===== config.mk =====
export PLATFORM = sky130hd
export DESIGN_NAME = min_tracking_stack_flat
export DESIGN_NICKNAME = d
export VERILOG_FILES = /design/src/rtl/mts_pkg.sv /design/src/rtl/mts_in_if.sv /design/src/rtl/mts_out_if.sv /design/src/rtl/mts_ram.sv /design/src/rtl/min_tracking_stack.sv /design/src/flat_wrapper.sv
export SDC_FILE = /design/constraint.sdc
export NUM_CORES = 1
export LEC_CHECK = 0
export BUFFER_PORTS_ARGS = -buffer_cell sky130_fd_sc_hd__buf_2
export CORE_MARGIN = 2
export CORE_UTILIZATION = 55
export CTS_CLUSTER_SIZE = 24
export DETAILED_ROUTE_END_ITERATION = 12
export GPL_TIMING_DRIVEN = 0
export PLACE_DENSITY_LB_ADDON = 0.25
export SYNTH_ARGS = -nofsm -noshare
export SYNTH_HDL_FRONTEND = slang
export SYNTH_SLANG_ARGS = --single-unit

===== constraint.sdc =====
create_clock -name clk -period 17.28 [get_ports clk]
set_clock_uncertainty 0.1 [all_clocks]
set_input_delay 1.728 -clock clk [delete_from_list [all_inputs] [get_ports clk]]
set_output_delay 1.728 -clock clk [all_outputs]
set_load 0.01 [all_outputs]

===== src/rtl/mts_pkg.sv =====
package mts_pkg;

  localparam int DEF_STACK_DEPTH = 16;
  localparam int DEF_WORD_WIDTH  = 32;

  localparam int KIND_W   = 2;
  localparam int STATUS_W = 2;

  // request kinds; the unused code behaves as a query
  localparam logic [KIND_W-1:0] KIND_PUSH  = 2'd0;
  localparam logic [KIND_W-1:0] KIND_POP   = 2'd1;
  localparam logic [KIND_W-1:0] KIND_QUERY = 2'd2;

  localparam logic [STATUS_W-1:0] STATUS_OK        = 2'd0;
  localparam logic [STATUS_W-1:0] STATUS_OVERFLOW  = 2'd1;
  localparam logic [STATUS_W-1:0] STATUS_UNDERFLOW = 2'd2;

endpackage


===== src/rtl/mts_in_if.sv =====
interface mts_in_if
  import mts_pkg::*;
#(
  parameter int WORD_WIDTH = DEF_WORD_WIDTH
);
  logic                         valid;
  logic                         ready;
  logic        [KIND_W-1:0]     kind;
  logic signed [WORD_WIDTH-1:0] push_value;

  modport source (output valid, output kind, output push_value, input ready);
  modport sink   (input valid, input kind, input push_value, output ready);
endinterface


===== src/rtl/mts_out_if.sv =====
interface mts_out_if
  import mts_pkg::*;
#(
  parameter int WORD_WIDTH = DEF_WORD_WIDTH,
  parameter int CNT_W      = $clog2(DEF_STACK_DEPTH + 1)
);
  logic                         valid;
  logic                         ready;
  logic signed [WORD_WIDTH-1:0] top_value;
  logic signed [WORD_WIDTH-1:0] min_value;
  logic        [CNT_W-1:0]      depth_used;
  logic                         is_empty;
  logic                         is_full;
  logic        [STATUS_W-1:0]   status;

  modport source (output valid, output top_value, output min_value, output depth_used,
                  output is_empty, output is_full, output status, input ready);
  modport sink   (input valid, input top_value, input min_value, input depth_used,
                  input is_empty, input is_full, input status, output ready);
endinterface


===== src/rtl/mts_ram.sv =====
// Simple dual-port RAM: one write port, one read port, registered read data.
module mts_ram
  import mts_pkg::*;
#(
  parameter int DEPTH  = DEF_STACK_DEPTH,
  parameter int WIDTH  = DEF_WORD_WIDTH,
  parameter int ADDR_W = (DEPTH > 1) ? $clog2(DEPTH) : 1
) (
  input  logic              clk,
  input  logic              we,
  input  logic [ADDR_W-1:0] waddr,
  input  logic [WIDTH-1:0]  wdata,
  input  logic              re,
  input  logic [ADDR_W-1:0] raddr,
  output logic [WIDTH-1:0]  rdata
);

  logic [WIDTH-1:0] mem [DEPTH];
  logic [WIDTH-1:0] rdata_r;

  always_ff @(posedge clk) begin
    if (we) begin
      mem[waddr] <= wdata;
    end
  end

  always_ff @(posedge clk) begin
    if (re) begin
      rdata_r <= mem[raddr];
    end
  end

  assign rdata = rdata_r;

endmodule


===== src/rtl/min_tracking_stack.sv =====
// Min tracking stack. Each request is a push, a pop or a query (the unused
// kind code acts as a query); every request gives exactly one response with
// the top word, the running minimum, the fill level, empty/full flags and a
// status (ok, overflow: push dropped, underflow: pop ignored). An empty stack
// reports top 0 and minimum all ones. Words and minima live in two RAMs with
// a registered read port; the current top word and top minimum are held in
// registers, so push and query finish in the cycle they are accepted and a
// response follows on the next edge. A pop that leaves entries below it passes
// through S_READ, as the new top (and, when the minimum goes too, the new
// minimum) must come back from the RAM read port; an ignored pop or a pop of
// the last entry skips S_READ. The next request is taken while a response waits
// in the output register, as long as the sink takes it in the same cycle.
// Nothing is cleared in the RAMs after reset, so requests are taken at once.
module min_tracking_stack
  import mts_pkg::*;
#(
  parameter int STACK_DEPTH = DEF_STACK_DEPTH,
  parameter int WORD_WIDTH  = DEF_WORD_WIDTH
) (
  input  logic      clk,
  input  logic      rst_n,
  mts_in_if.sink    in_req,
  mts_out_if.source out_rsp
);

  localparam int CNT_W  = $clog2(STACK_DEPTH + 1);
  localparam int ADDR_W = (STACK_DEPTH > 1) ? $clog2(STACK_DEPTH) : 1;

  // sequencer states
  localparam logic S_IDLE = 1'b0;
  localparam logic S_READ = 1'b1;

  logic                         state_r, state_nxt;
  logic [CNT_W-1:0]             cnt_r, cnt_nxt;      // words held
  logic [CNT_W-1:0]             mcnt_r, mcnt_nxt;    // minima held
  logic signed [WORD_WIDTH-1:0] top_r, top_nxt;      // cached top word
  logic signed [WORD_WIDTH-1:0] mtop_r, mtop_nxt;    // cached top minimum
  logic                         val_pend_r, val_pend_nxt;
  logic                         min_pend_r, min_pend_nxt;

  logic                         out_valid_r, out_valid_nxt;
  logic signed [WORD_WIDTH-1:0] out_top_r, out_min_r;
  logic [CNT_W-1:0]             out_depth_r;
  logic                         out_empty_r, out_full_r;
  logic [STATUS_W-1:0]          out_status_r, status_nxt;
  logic                         load_out;

  logic                         in_fire;
  logic                         is_push, is_pop;
  logic                         push_ok, min_push, pop_ok, min_pop;
  logic [CNT_W-1:0]             cnt_dec, mcnt_dec, cnt_dec2, mcnt_dec2;

  logic                         val_we, val_re, min_we, min_re;
  logic [WORD_WIDTH-1:0]        val_rdata, min_rdata;

  // --- request decode --------------------------------------------------
  assign in_req.ready = (state_r == S_IDLE) && (!out_valid_r || out_rsp.ready);
  assign in_fire      = in_req.valid && in_req.ready;

  assign is_push = (in_req.kind == KIND_PUSH);
  assign is_pop  = (in_req.kind == KIND_POP);

  assign cnt_dec   = cnt_r - CNT_W'(1);
  assign mcnt_dec  = mcnt_r - CNT_W'(1);
  assign cnt_dec2  = cnt_dec - CNT_W'(1);
  assign mcnt_dec2 = mcnt_dec - CNT_W'(1);

  // Equal values count as new minima so duplicates of the minimum are kept.
  assign push_ok  = is_push && (cnt_r < CNT_W'(STACK_DEPTH));
  assign min_push = push_ok && (mcnt_r < CNT_W'(STACK_DEPTH)) &&
                    ((mcnt_r == '0) || (in_req.push_value <= mtop_r));
  assign pop_ok   = is_pop && (cnt_r != '0);
  assign min_pop  = pop_ok && (mcnt_r != '0) && (mtop_r == top_r);

  // --- RAM ports ---------------------------------------------------------
  // Writes land at the current fill level; a pop fetches the entry that
  // becomes the new top, i.e. two below the old fill level.
  assign val_we = in_fire && push_ok;
  assign min_we = in_fire && min_push;
  assign val_re = in_fire && pop_ok && (cnt_r > CNT_W'(1));
  assign min_re = in_fire && min_pop && (mcnt_r > CNT_W'(1));

  mts_ram #(
    .DEPTH  (STACK_DEPTH),
    .WIDTH  (WORD_WIDTH),
    .ADDR_W (ADDR_W)
  ) u_val_ram (
    .clk   (clk),
    .we    (val_we),
    .waddr (cnt_r[ADDR_W-1:0]),
    .wdata (in_req.push_value),
    .re    (val_re),
    .raddr (cnt_dec2[ADDR_W-1:0]),
    .rdata (val_rdata)
  );

  mts_ram #(
    .DEPTH  (STACK_DEPTH),
    .WIDTH  (WORD_WIDTH),
    .ADDR_W (ADDR_W)
  ) u_min_ram (
    .clk   (clk),
    .we    (min_we),
    .waddr (mcnt_r[ADDR_W-1:0]),
    .wdata (in_req.push_value),
    .re    (min_re),
    .raddr (mcnt_dec2[ADDR_W-1:0]),
    .rdata (min_rdata)
  );

  // --- next state ---------------------------------------------------------
  always_comb begin
    state_nxt    = state_r;
    cnt_nxt      = cnt_r;
    mcnt_nxt     = mcnt_r;
    top_nxt      = top_r;
    mtop_nxt     = mtop_r;
    val_pend_nxt = val_pend_r;
    min_pend_nxt = min_pend_r;
    status_nxt   = STATUS_OK;
    load_out     = 1'b0;

    case (state_r)
      S_IDLE: begin
        if (in_fire) begin
          if (is_push) begin
            if (push_ok) begin
              cnt_nxt = cnt_r + CNT_W'(1);
              top_nxt = in_req.push_value;
              if (min_push) begin
                mcnt_nxt = mcnt_r + CNT_W'(1);
                mtop_nxt = in_req.push_value;
              end
            end else begin
              status_nxt = STATUS_OVERFLOW;
            end
            load_out = 1'b1;
          end else if (is_pop) begin
            if (pop_ok) begin
              cnt_nxt = cnt_dec;
              if (min_pop) begin
                mcnt_nxt = mcnt_dec;
              end
              if (val_re || min_re) begin
                // wait in S_READ for the RAM read data
                state_nxt    = S_READ;
                val_pend_nxt = val_re;
                min_pend_nxt = min_re;
              end else begin
                load_out = 1'b1;
              end
            end else begin
              status_nxt = STATUS_UNDERFLOW;
              load_out   = 1'b1;
            end
          end else begin
            load_out = 1'b1;
          end
        end
      end
      S_READ: begin
        if (val_pend_r) begin
          top_nxt = val_rdata;
        end
        if (min_pend_r) begin
          mtop_nxt = min_rdata;
        end
        val_pend_nxt = 1'b0;
        min_pend_nxt = 1'b0;
        state_nxt    = S_IDLE;
        load_out     = 1'b1;
      end
      default: begin
        state_nxt = S_IDLE;
      end
    endcase
  end

  // Output slot is always free (or draining) when load_out is raised.
  assign out_valid_nxt = load_out ? 1'b1 : (out_valid_r && !out_rsp.ready);

  always_ff @(posedge clk) begin
    if (!rst_n) begin
      state_r     <= S_IDLE;
      cnt_r       <= '0;
      mcnt_r      <= '0;
      val_pend_r  <= 1'b0;
      min_pend_r  <= 1'b0;
      out_valid_r <= 1'b0;
    end else begin
      state_r     <= state_nxt;
      cnt_r       <= cnt_nxt;
      mcnt_r      <= mcnt_nxt;
      val_pend_r  <= val_pend_nxt;
      min_pend_r  <= min_pend_nxt;
      out_valid_r <= out_valid_nxt;
    end
  end

  always_ff @(posedge clk) begin
    top_r  <= top_nxt;
    mtop_r <= mtop_nxt;
    if (load_out) begin
      out_top_r    <= (cnt_nxt != '0) ? top_nxt : '0;
      out_min_r    <= ((cnt_nxt != '0) && (mcnt_nxt != '0)) ? mtop_nxt : '1;
      out_depth_r  <= cnt_nxt;
      out_empty_r  <= (cnt_nxt == '0);
      out_full_r   <= (cnt_nxt == CNT_W'(STACK_DEPTH));
      out_status_r <= status_nxt;
    end
  end

  assign out_rsp.valid      = out_valid_r;
  assign out_rsp.top_value  = out_top_r;
  assign out_rsp.min_value  = out_min_r;
  assign out_rsp.depth_used = out_depth_r;
  assign out_rsp.is_empty   = out_empty_r;
  assign out_rsp.is_full    = out_full_r;
  assign out_rsp.status     = out_status_r;

endmodule


===== src/flat_wrapper.sv =====
// flat-port wrapper written by rule: the top's interface ports become plain ports
module min_tracking_stack_flat import mts_pkg::*;
#(
  parameter int STACK_DEPTH = DEF_STACK_DEPTH,
  parameter int WORD_WIDTH  = DEF_WORD_WIDTH
)
  (clk, rst_n, in_req_valid, in_req_kind, in_req_push_value, in_req_ready, out_rsp_valid, out_rsp_top_value, out_rsp_min_value, out_rsp_depth_used, out_rsp_is_empty, out_rsp_is_full, out_rsp_status, out_rsp_ready);
  mts_in_if #(.WORD_WIDTH(WORD_WIDTH)) in_req_i ();
  mts_out_if #(.WORD_WIDTH(WORD_WIDTH)) out_rsp_i ();
  input  logic clk;
  input  logic rst_n;
  input wire logic [$bits(in_req_i.valid)-1:0] in_req_valid;
  input wire logic [$bits(in_req_i.kind)-1:0] in_req_kind;
  input wire logic [$bits(in_req_i.push_value)-1:0] in_req_push_value;
  output wire logic [$bits(in_req_i.ready)-1:0] in_req_ready;
  output wire logic [$bits(out_rsp_i.valid)-1:0] out_rsp_valid;
  output wire logic [$bits(out_rsp_i.top_value)-1:0] out_rsp_top_value;
  output wire logic [$bits(out_rsp_i.min_value)-1:0] out_rsp_min_value;
  output wire logic [$bits(out_rsp_i.depth_used)-1:0] out_rsp_depth_used;
  output wire logic [$bits(out_rsp_i.is_empty)-1:0] out_rsp_is_empty;
  output wire logic [$bits(out_rsp_i.is_full)-1:0] out_rsp_is_full;
  output wire logic [$bits(out_rsp_i.status)-1:0] out_rsp_status;
  input wire logic [$bits(out_rsp_i.ready)-1:0] out_rsp_ready;
  assign in_req_i.valid = in_req_valid;
  assign in_req_i.kind = in_req_kind;
  assign in_req_i.push_value = in_req_push_value;
  assign in_req_ready = in_req_i.ready;
  assign out_rsp_valid = out_rsp_i.valid;
  assign out_rsp_top_value = out_rsp_i.top_value;
  assign out_rsp_min_value = out_rsp_i.min_value;
  assign out_rsp_depth_used = out_rsp_i.depth_used;
  assign out_rsp_is_empty = out_rsp_i.is_empty;
  assign out_rsp_is_full = out_rsp_i.is_full;
  assign out_rsp_status = out_rsp_i.status;
  assign out_rsp_i.ready = out_rsp_ready;
  min_tracking_stack #(.STACK_DEPTH(STACK_DEPTH), .WORD_WIDTH(WORD_WIDTH)) u_core (.clk(clk), .rst_n(rst_n), .in_req(in_req_i), .out_rsp(out_rsp_i));
endmodule

Yosys cells after proc, flatten, opt, wreduce, memory -nomap -nowiden
Memory sizes are Yosys's and may differ from the RTL's. A register that Yosys moved wholly into a read port is not among the register bits.
Cells that the tools add are included.
{ "word_totals": {"romBits": 0, "latch_bits": 0, "ram_bits": 1024, "input_bits": 38, "memories": 2, "regBits": 151, "output_inout_bits": 75, "word_cells": 125} }
{ "mem_list": {"columns": ["name", "words", "width", "rd", "rd_clocked_by_memory_dff", "wr", "line_no", "text"], "rows": [
  ["u_core.u_min_ram.mem", 16, 32, 1, 1, 1, "mts_ram.sv:18", "logic [WIDTH-1:0] mem [DEPTH];"],
  ["u_core.u_val_ram.mem", 16, 32, 1, 1, 1, "mts_ram.sv:18", null]
]} }
{ "classes": {"n_reduce_logical": 30, "bitwise_logic": 2, "n_addsub": 6, "n_lt_le_gt_ge": 5, "eq_ne": 8, "shifts": 0, "mux": 58, "n_mul": 0, "n_div": 0} }
{ "op_table": {"columns": ["op", "count"], "rows": [
  ["two-way mux 32 bit", 9],
  ["one-hot mux 32 bit (2 select lines)", 2],
  ["two-way mux 5 bit", 14],
  ["== test 32 bit", 1],
  ["less-or-equal comparator 32 bit", 1],
  ["two-way mux 1 bit", 26],
  ["nonzero test 5 bit", 4],
  ["logical AND 1 bit", 16],
  ["adder 5 x 1 -> 5 bit (second input constant)", 2],
  ["greater-than comparator 5 x 1 -> 1 bit (second input constant)", 2],
  ["logical NOT 5 bit", 2],
  ["< comparator 5 bit (second input constant)", 2],
  ["subtractor 5 x 1 -> 5 bit (second input constant)", 2],
  ["one-hot mux 1 bit (2 select lines)", 4],
  ["subtractor 4 x 1 -> 4 bit (second input constant)", 2],
  ["two-way mux 2 bit", 3],
  ["!= test 2 x 1 -> 1 bit (second input constant)", 3],
  ["== test 5 bit (second input constant)", 1],
  ["AND reduction 5 bit", 1],
  ["!= test 2 bit (second input constant)", 2],
  ["logical OR 1 bit", 3],
  ["== test 2 x 1 -> 1 bit (second input constant)", 1],
  ["logical NOT 1 bit", 2],
  ["logical NOT 2 bit", 1],
  ["2 further kinds", 3]
]} }

Depth between registers and ports, before layout
{ "logic_depth": {"depth_word": 14, "mapped_depth": 13, "ltp_nobuf": 11} }

Modules after synthesis
From an unflattened synthesis, not the netlist that was laid out.
{ "hier_totals": {"hier_cells": 2542, "hier_area_um2": 48570.3} }
{ "by_module_without_submodules": {"columns": ["module", "seq_area_each_um2", "n_inst", "cells_each", "area_per_inst_um2"], "rows": [
  ["mts_ram", 16335.7, 2, 838, 20155.6],
  ["min_tracking_stack", 3753.6, 1, 866, 8259.2]
]} }

Worst setup path before layout
OpenSTA, ideal clock, no wires.
{ "synth_path": {"path_type": "input to register", "startpoint": "input port in_req_kind[1]", "endpoint": "register u_core.out_depth_r[0] (netlist: u_core.out_rsp.depth_used[0]), enable pin", "arrival_ns": 5.876, "setup_ns": 0.750, "path_stages": 8, "setup_slack_ns": 10.554, "required_time_ns": 16.430, "n_path_buf": 0, "cell_sequence": "nand2b_1 a31oi_1 nand2_1 nand4b_1 a21oi_1 nor2_1 nand2_1 nand2_1"} }
{ "synth_between": {"elab_chain_len": 13, "elab_cells_between_ends": 16, "classes_between": "eq/ne (1); mux (6); reduce/logical (9)"} }
{ "synth_rtl": {"columns": ["item", "line_no", "text"], "rows": [
  ["start, declared", "flat_wrapper.sv:13", "input wire logic [$bits(in_req_i.kind)-1:0] in_req_kind;"],
  ["== test 2 x 1 -> 1 bit", "min_tracking_stack.sv:61", "assign is_pop = (in_req.kind == KIND_POP);"],
  ["logical AND 1 bit", "min_tracking_stack.sv:72", "assign pop_ok = is_pop && (cnt_r != '0);"],
  ["logical AND 1 bit (2 in series)", "min_tracking_stack.sv:73", "assign min_pop = pop_ok && (mcnt_r != '0) && (mtop_r == top_r);"],
  ["logical AND 1 bit (2 in series)", "min_tracking_stack.sv:81", "assign min_re = in_fire && min_pop && (mcnt_r > CNT_W'(1));"],
  ["named net u_core.min_re", "min_tracking_stack.sv:53", "logic val_we, val_re, min_we, min_re;"],
  ["logical OR 1 bit", "min_tracking_stack.sv:144", "if (val_re || min_re) begin"],
  ["two-way mux 1 bit", "min_tracking_stack.sv:144", null],
  ["two-way mux 1 bit", "min_tracking_stack.sv:139", "if (pop_ok) begin"],
  ["two-way mux 1 bit", "min_tracking_stack.sv:138", "end else if (is_pop) begin"],
  ["two-way mux 1 bit", "min_tracking_stack.sv:126", "if (is_push) begin"],
  ["two-way mux 1 bit", "min_tracking_stack.sv:125", "if (in_fire) begin"],
  ["one-hot mux 1 bit (2 select lines)", "min_tracking_stack.sv:123", "case (state_r)"],
  ["named net u_core.load_out", "min_tracking_stack.sv:46", "logic load_out;"],
  ["end signal, assigned", "min_tracking_stack.sv:206", "out_depth_r <= cnt_nxt;"],
  ["end, declared", "min_tracking_stack.sv:43", "logic [CNT_W-1:0] out_depth_r;"]
]} }
The timed path passes the listed nets, and every way through them passes these cells.
A chain may end at the register's enable or synchronous reset.

Worst setup path in the final report
{ "layout_path": {"startpoint": "input port in_req_push_value[5]", "endpoint": "memory u_core.u_min_ram.mem[2][14] (netlist bit), enable pin"} }
{ "layout_between": {"elab_chain_len": 6} }
{ "layout_rtl": {"columns": ["item", "line_no", "text"], "rows": [
  ["start, declared", "flat_wrapper.sv:14", "input wire logic [$bits(in_req_i.push_value)-1:0] in_req_push_value;"],
  ["less-or-equal comparator 32 bit", "min_tracking_stack.sv:71", "((mcnt_r == '0) || (in_req.push_value <= mtop_r));"],
  ["logical OR 1 bit", "min_tracking_stack.sv:71", null],
  ["logical AND 1 bit", "min_tracking_stack.sv:70", "assign min_push = push_ok && (mcnt_r < CNT_W'(STACK_DEPTH)) &&"],
  ["logical AND 1 bit", "min_tracking_stack.sv:79", "assign min_we = in_fire && min_push;"],
  ["two-way mux 1 bit", "mts_ram.sv:22", "if (we) begin"],
  ["two-way mux 1 bit (implied by the code)", "mts_ram.sv:23", "mem[waddr] <= wdata;"],
  ["end, declared", "mts_ram.sv:18", null]
]} }
Every way passes these cells.

==> flow_metrics.py <==
metrics = {
    "die": {
        "initial_core_util_pct": 55.3,
        "die-area_mm2": 0.0908,
        "row_count": 109,
        "die_h_um": 301,
        "boundaryPins": 113,
        "die_w_um": 301,
        "core-area_mm2": 0.0880,
    },
    "min_path": {
        "hp-class": "register to register",
        "min-delay-start": "u_core.u_min_ram.rdata[15]$_DFFE_PP_",
    },
    "routing": {
        "wirelength_um": 115000,
        "drt_pass1_iterations": 5,
        "viasPerCell": 6.26,
        "remaining_drc_errors": 0,
        "drt_iter0_markers": 3077,
        "vias": 24500,
        "wl_per_cell_um": 29.4,
        "ant_nets": 0,
    },
    "logic_synthesis": {
        "yosysWarnings": 0,
        "synth-edff-count": 1161,
        "ys_ff_latch": 1239,
        "yosysSeqAreaShare_pct": 74.9,
        "avgSynthCellArea_um2": 20.5,
        "synthArstFlopShare_pct": 0,
        "synthDistinctLibCells": 59,
        "syn_nets": 2450,
        "synth_ff_type": "edfxtp_1",
        "synth_area_mm2": 0.0486,
        "syn_inst": 2368,
    },
    "timing": {
        "slew_violations": 0,
        "min_period_over_period_pct": 34.5,
        "worst_pin_slew_ns": 1.22,
        "setup_ws_ns": 11.32,
        "final-setup-viol-count": 0,
        "max_slew_margin_pct": 18.9,
        "setup_tns_ns": 0,
        "fmax_mhz": 168,
        "rsz0062_at_grt": "false",
        "hold_violations": 0,
        "fin_crit_ns": 5.96,
    },
    "power": {
        "swShare_pct": 25.5,
        "ir_drop_v": 0.0000846,
        "p_seq_share_pct": 48.0,
        "p_per_area_mw_per_mm2": 131,
        "p_sw_mw": 1.85,
        "pwr-share-clk_pct": 35.1,
        "power_frac_comb_pct": 16.9,
        "p_int_mw": 5.41,
        "total_power_mw": 7.26,
        "leakage_nw": 17.5,
    },
    "place": {
        "place_area_mm2": 0.0518,
        "place_ws_ns": 10.65,
        "dp_hpwl_um": 76500,
        "place_congestion": 0.918,
        "portBuffers": 112,
    },
    "clocking": {
        "post_cts_buffers": 0,
        "cts-root-buf": "clkbuf_16",
        "cts_buffers": 114,
        "insertion_delay_ns": 0.69,
        "clock_sinks": 1239,
        "clk_pin_slew_worst_paths_ns": 0.06,
        "clockBufferDepth": 3,
        "postCtsHoldBufs": 0,
        "cts_max_level": 3,
        "ctsResizeCount": 0,
        "cts_tree": "built",
    },
    "finish": {
        "multi_input_area_mm2": 0.0117,
        "final_layout_size_suffix_gt1_share_pct": 27.1,
        "layout.nets": 2741,
        "design_area_mm2": 0.0556,
        "regArea_mm2": 0.0364,
        "fill_cells": 5847,
        "diodes": 0,
        "synthToLayoutAreaGrowth_pct": 14.4,
    },
    "worst_setup_path": {
        "cp_max_fo": 35,
        "path_cells": "buf_2 -> ha_1 -> a21o_1 -> nand3_1 -> a211oi_1 -> o41a_1 -> o31ai_4 -> and2_1 -> buf_2 -> buf_4 -> nand2_1 -> nor3_2 -> buf_6 -> buf_8 -> buf_6",
        "r2r_start": "u_core.mtop_r[31]$_DFF_P_",
        "r2r_slack_ns": 12.52,
        "crit_path_top_delay_cell": "nor3_2",
        "cp.arrival_ns": 6.25,
        "setup.worst_path.end_class": "register",
        "critPathLaunchType": "input pin",
        "crit_path_start": "in_req_push_value[5]",
        "worst_ep_required_time_ns": 17.57,
        "max_stage_delay_ns": 0.76,
        "path_class": "input pin to register",
    },
    "global_routing": {
        "grt_pass1_vias": 24100,
        "grt_max_degree": 42,
        "antenna_found_initial": 3,
        "gr-usage-all-layers_pct": 25.8,
        "grt-ovfl-total": 0,
        "grt_pass1_wl_um": 167000,
    },
    "flow_run": {
        "drv_cap": 0,
    },
    "status": {
        "status": "finished clean",
    },
}
path summary, 6_finish.rpt:
path	end	cells past startpoint
max	u_core.u_min_ram.mem[2][14]$_DFFE_PP_	15
min	u_core.mtop_r[15]$_DFF_P_	2
max reg2reg	u_core.u_min_ram.mem[2][14]$_DFFE_PP_	15
min reg2reg	u_core.mtop_r[15]$_DFF_P_	2
power by group through the flow:
stage               registers (mW)  clock network (mW)  logic, mW
finish                        3.48                2.55       1.23
global route                  3.49                2.70       1.31
CTS                           3.48                2.58       1.23
detailed placement            3.54                   0       1.22
global placement              3.55                   0       1.18
floorplan                     3.53                   0      0.796
Yosys cell counts, types with 5 or more instances:
| master | instances | share of area (%) |
|---|---|---|
| a21oi_1 | 91 | 0.94 |
| a31oi_1 | 5 | 0.064 |
| and2_1 | 8 | 0.10 |
| and3_1 | 39 | 0.50 |
| buf_1 | 21 | 0.16 |
| buf_2 | 14 | 0.14 |
| clkbuf_1 | 79 | 0.61 |
| dfxtp_1 | 78 | 3.2 |
| edfxtp_1 | 1161 | 72 |
| ha_1 | 44 | 1.1 |
| inv_1 | 39 | 0.30 |
| mux2i_1 | 74 | 1.5 |
| mux4_2 | 320 | 15 |
| nand2_1 | 92 | 0.71 |
| nand2b_1 | 25 | 0.32 |
| nand3_1 | 6 | 0.062 |
| nand4_1 | 17 | 0.22 |
| nor2_1 | 62 | 0.48 |
| nor2b_1 | 35 | 0.45 |
| nor3_1 | 23 | 0.24 |
| nor4_1 | 5 | 0.064 |
| o211ai_1 | 5 | 0.077 |
| o21a_1 | 6 | 0.093 |
| o21ai_0 | 5 | 0.051 |
| o21ai_2 | 10 | 0.18 |
| o22ai_1 | 12 | 0.15 |
| xnor2_1 | 36 | 0.65 |
per-layer routing:
| layer | vias to the layer above | GRT usage (%) | wire [um] | share of wire (%) |
|---|---|---|---|---|
| li1 | 10300 | - | - | - |
| met3 | 139 | 4.37 | 9960 | 8.6 |
| met4 | 0 | 5.75 | 2040 | 1.8 |
| met5 | - | 0 | 0 | 0 |
| met2 | 1211 | 39.4 | 53900 | 47 |
| met1 | 12900 | 39.8 | 49400 | 43 |
area by class of cell:
class / count / share of cell area [%]
inverters: 45 / 0.304
flip-flops and latches: 1239 / 65.5
clock inverters: 74 / 1.36
well taps: 1165 / 2.62
clock buffers: 140 / 5.47
repair buffers: 175 / 2.77
plain buffers: 120 / 0.902
multi-input cells: 964 / 21.1
layout by cell type (no fill, tap or decap), types with 36 or more instances in the layout:
cell type and n:
nor2_1 45, buf_6 37, mux4_2 320, inv_1 39, clkbuf_1 98, nand2_1 91, clkbuf_16 116, mux2i_1 74
dfxtp_1 78, ha_1 44, buf_2 126, xnor2_1 36, a21oi_1 90, edfxtp_1 1161
critical path: cells and delay by family:
| kind | cells | cell delay, ns |
|---|---|---|
| fa+ha+maj | 1 | 0.37 |
| simple gates | 4 | 1.21 |
| compound gates | 4 | 1.28 |
| buf+inv | 6 | 1.61 |
per-stage QoR:
stage                     util, %  hold slack [ns]  std cells
after floorplan                 -            0.387       2368
after global placement       57.6            0.432       3645
after detailed placement     58.9            0.425       3708
after CTS                    63.2            0.448       3922
after global routing         63.2            0.495       3922
final                        63.2            0.440       3922
flip-flops by register name, indices dropped and copies added (netlist names):
name / cells
u_core.out_rsp.depth_used: 5
u_core.u_val_ram.mem: 512
u_core.u_min_ram.rdata: 32
u_core.u_val_ram.rdata: 32
u_core.cnt_r: 5
u_core.val_pend_r: 1
u_core.out_rsp.is_full: 1
u_core.out_rsp.top_value: 32
u_core.u_min_ram.mem: 512
u_core.state_r: 1
u_core.out_rsp.status: 2
u_core.out_rsp.valid: 1
u_core.out_rsp.is_empty: 1
u_core.mcnt_r: 5
u_core.min_pend_r: 1
u_core.top_r: 32
u_core.out_rsp.min_value: 32
u_core.mtop_r: 32
logic make-up (layout without fill, tap and decap cells):
group / count (synthesis) / after routing / share of synthesized area [%]
DFF: 1239 / 1239 / 74.9
buffers and inverters: 165 / 554 / 1.38
and+or+nand+nor: 327 / 327 / 3.44
muxes: 394 / 394 / 16.3
xor gates and xnor gates: 39 / 39 / 0.702
adders and majority gates: 44 / 44 / 1.13
AOI/OAI and AO/OA: 160 / 160 / 2.09
Note: power is estimated with default switching activity, not from simulation.
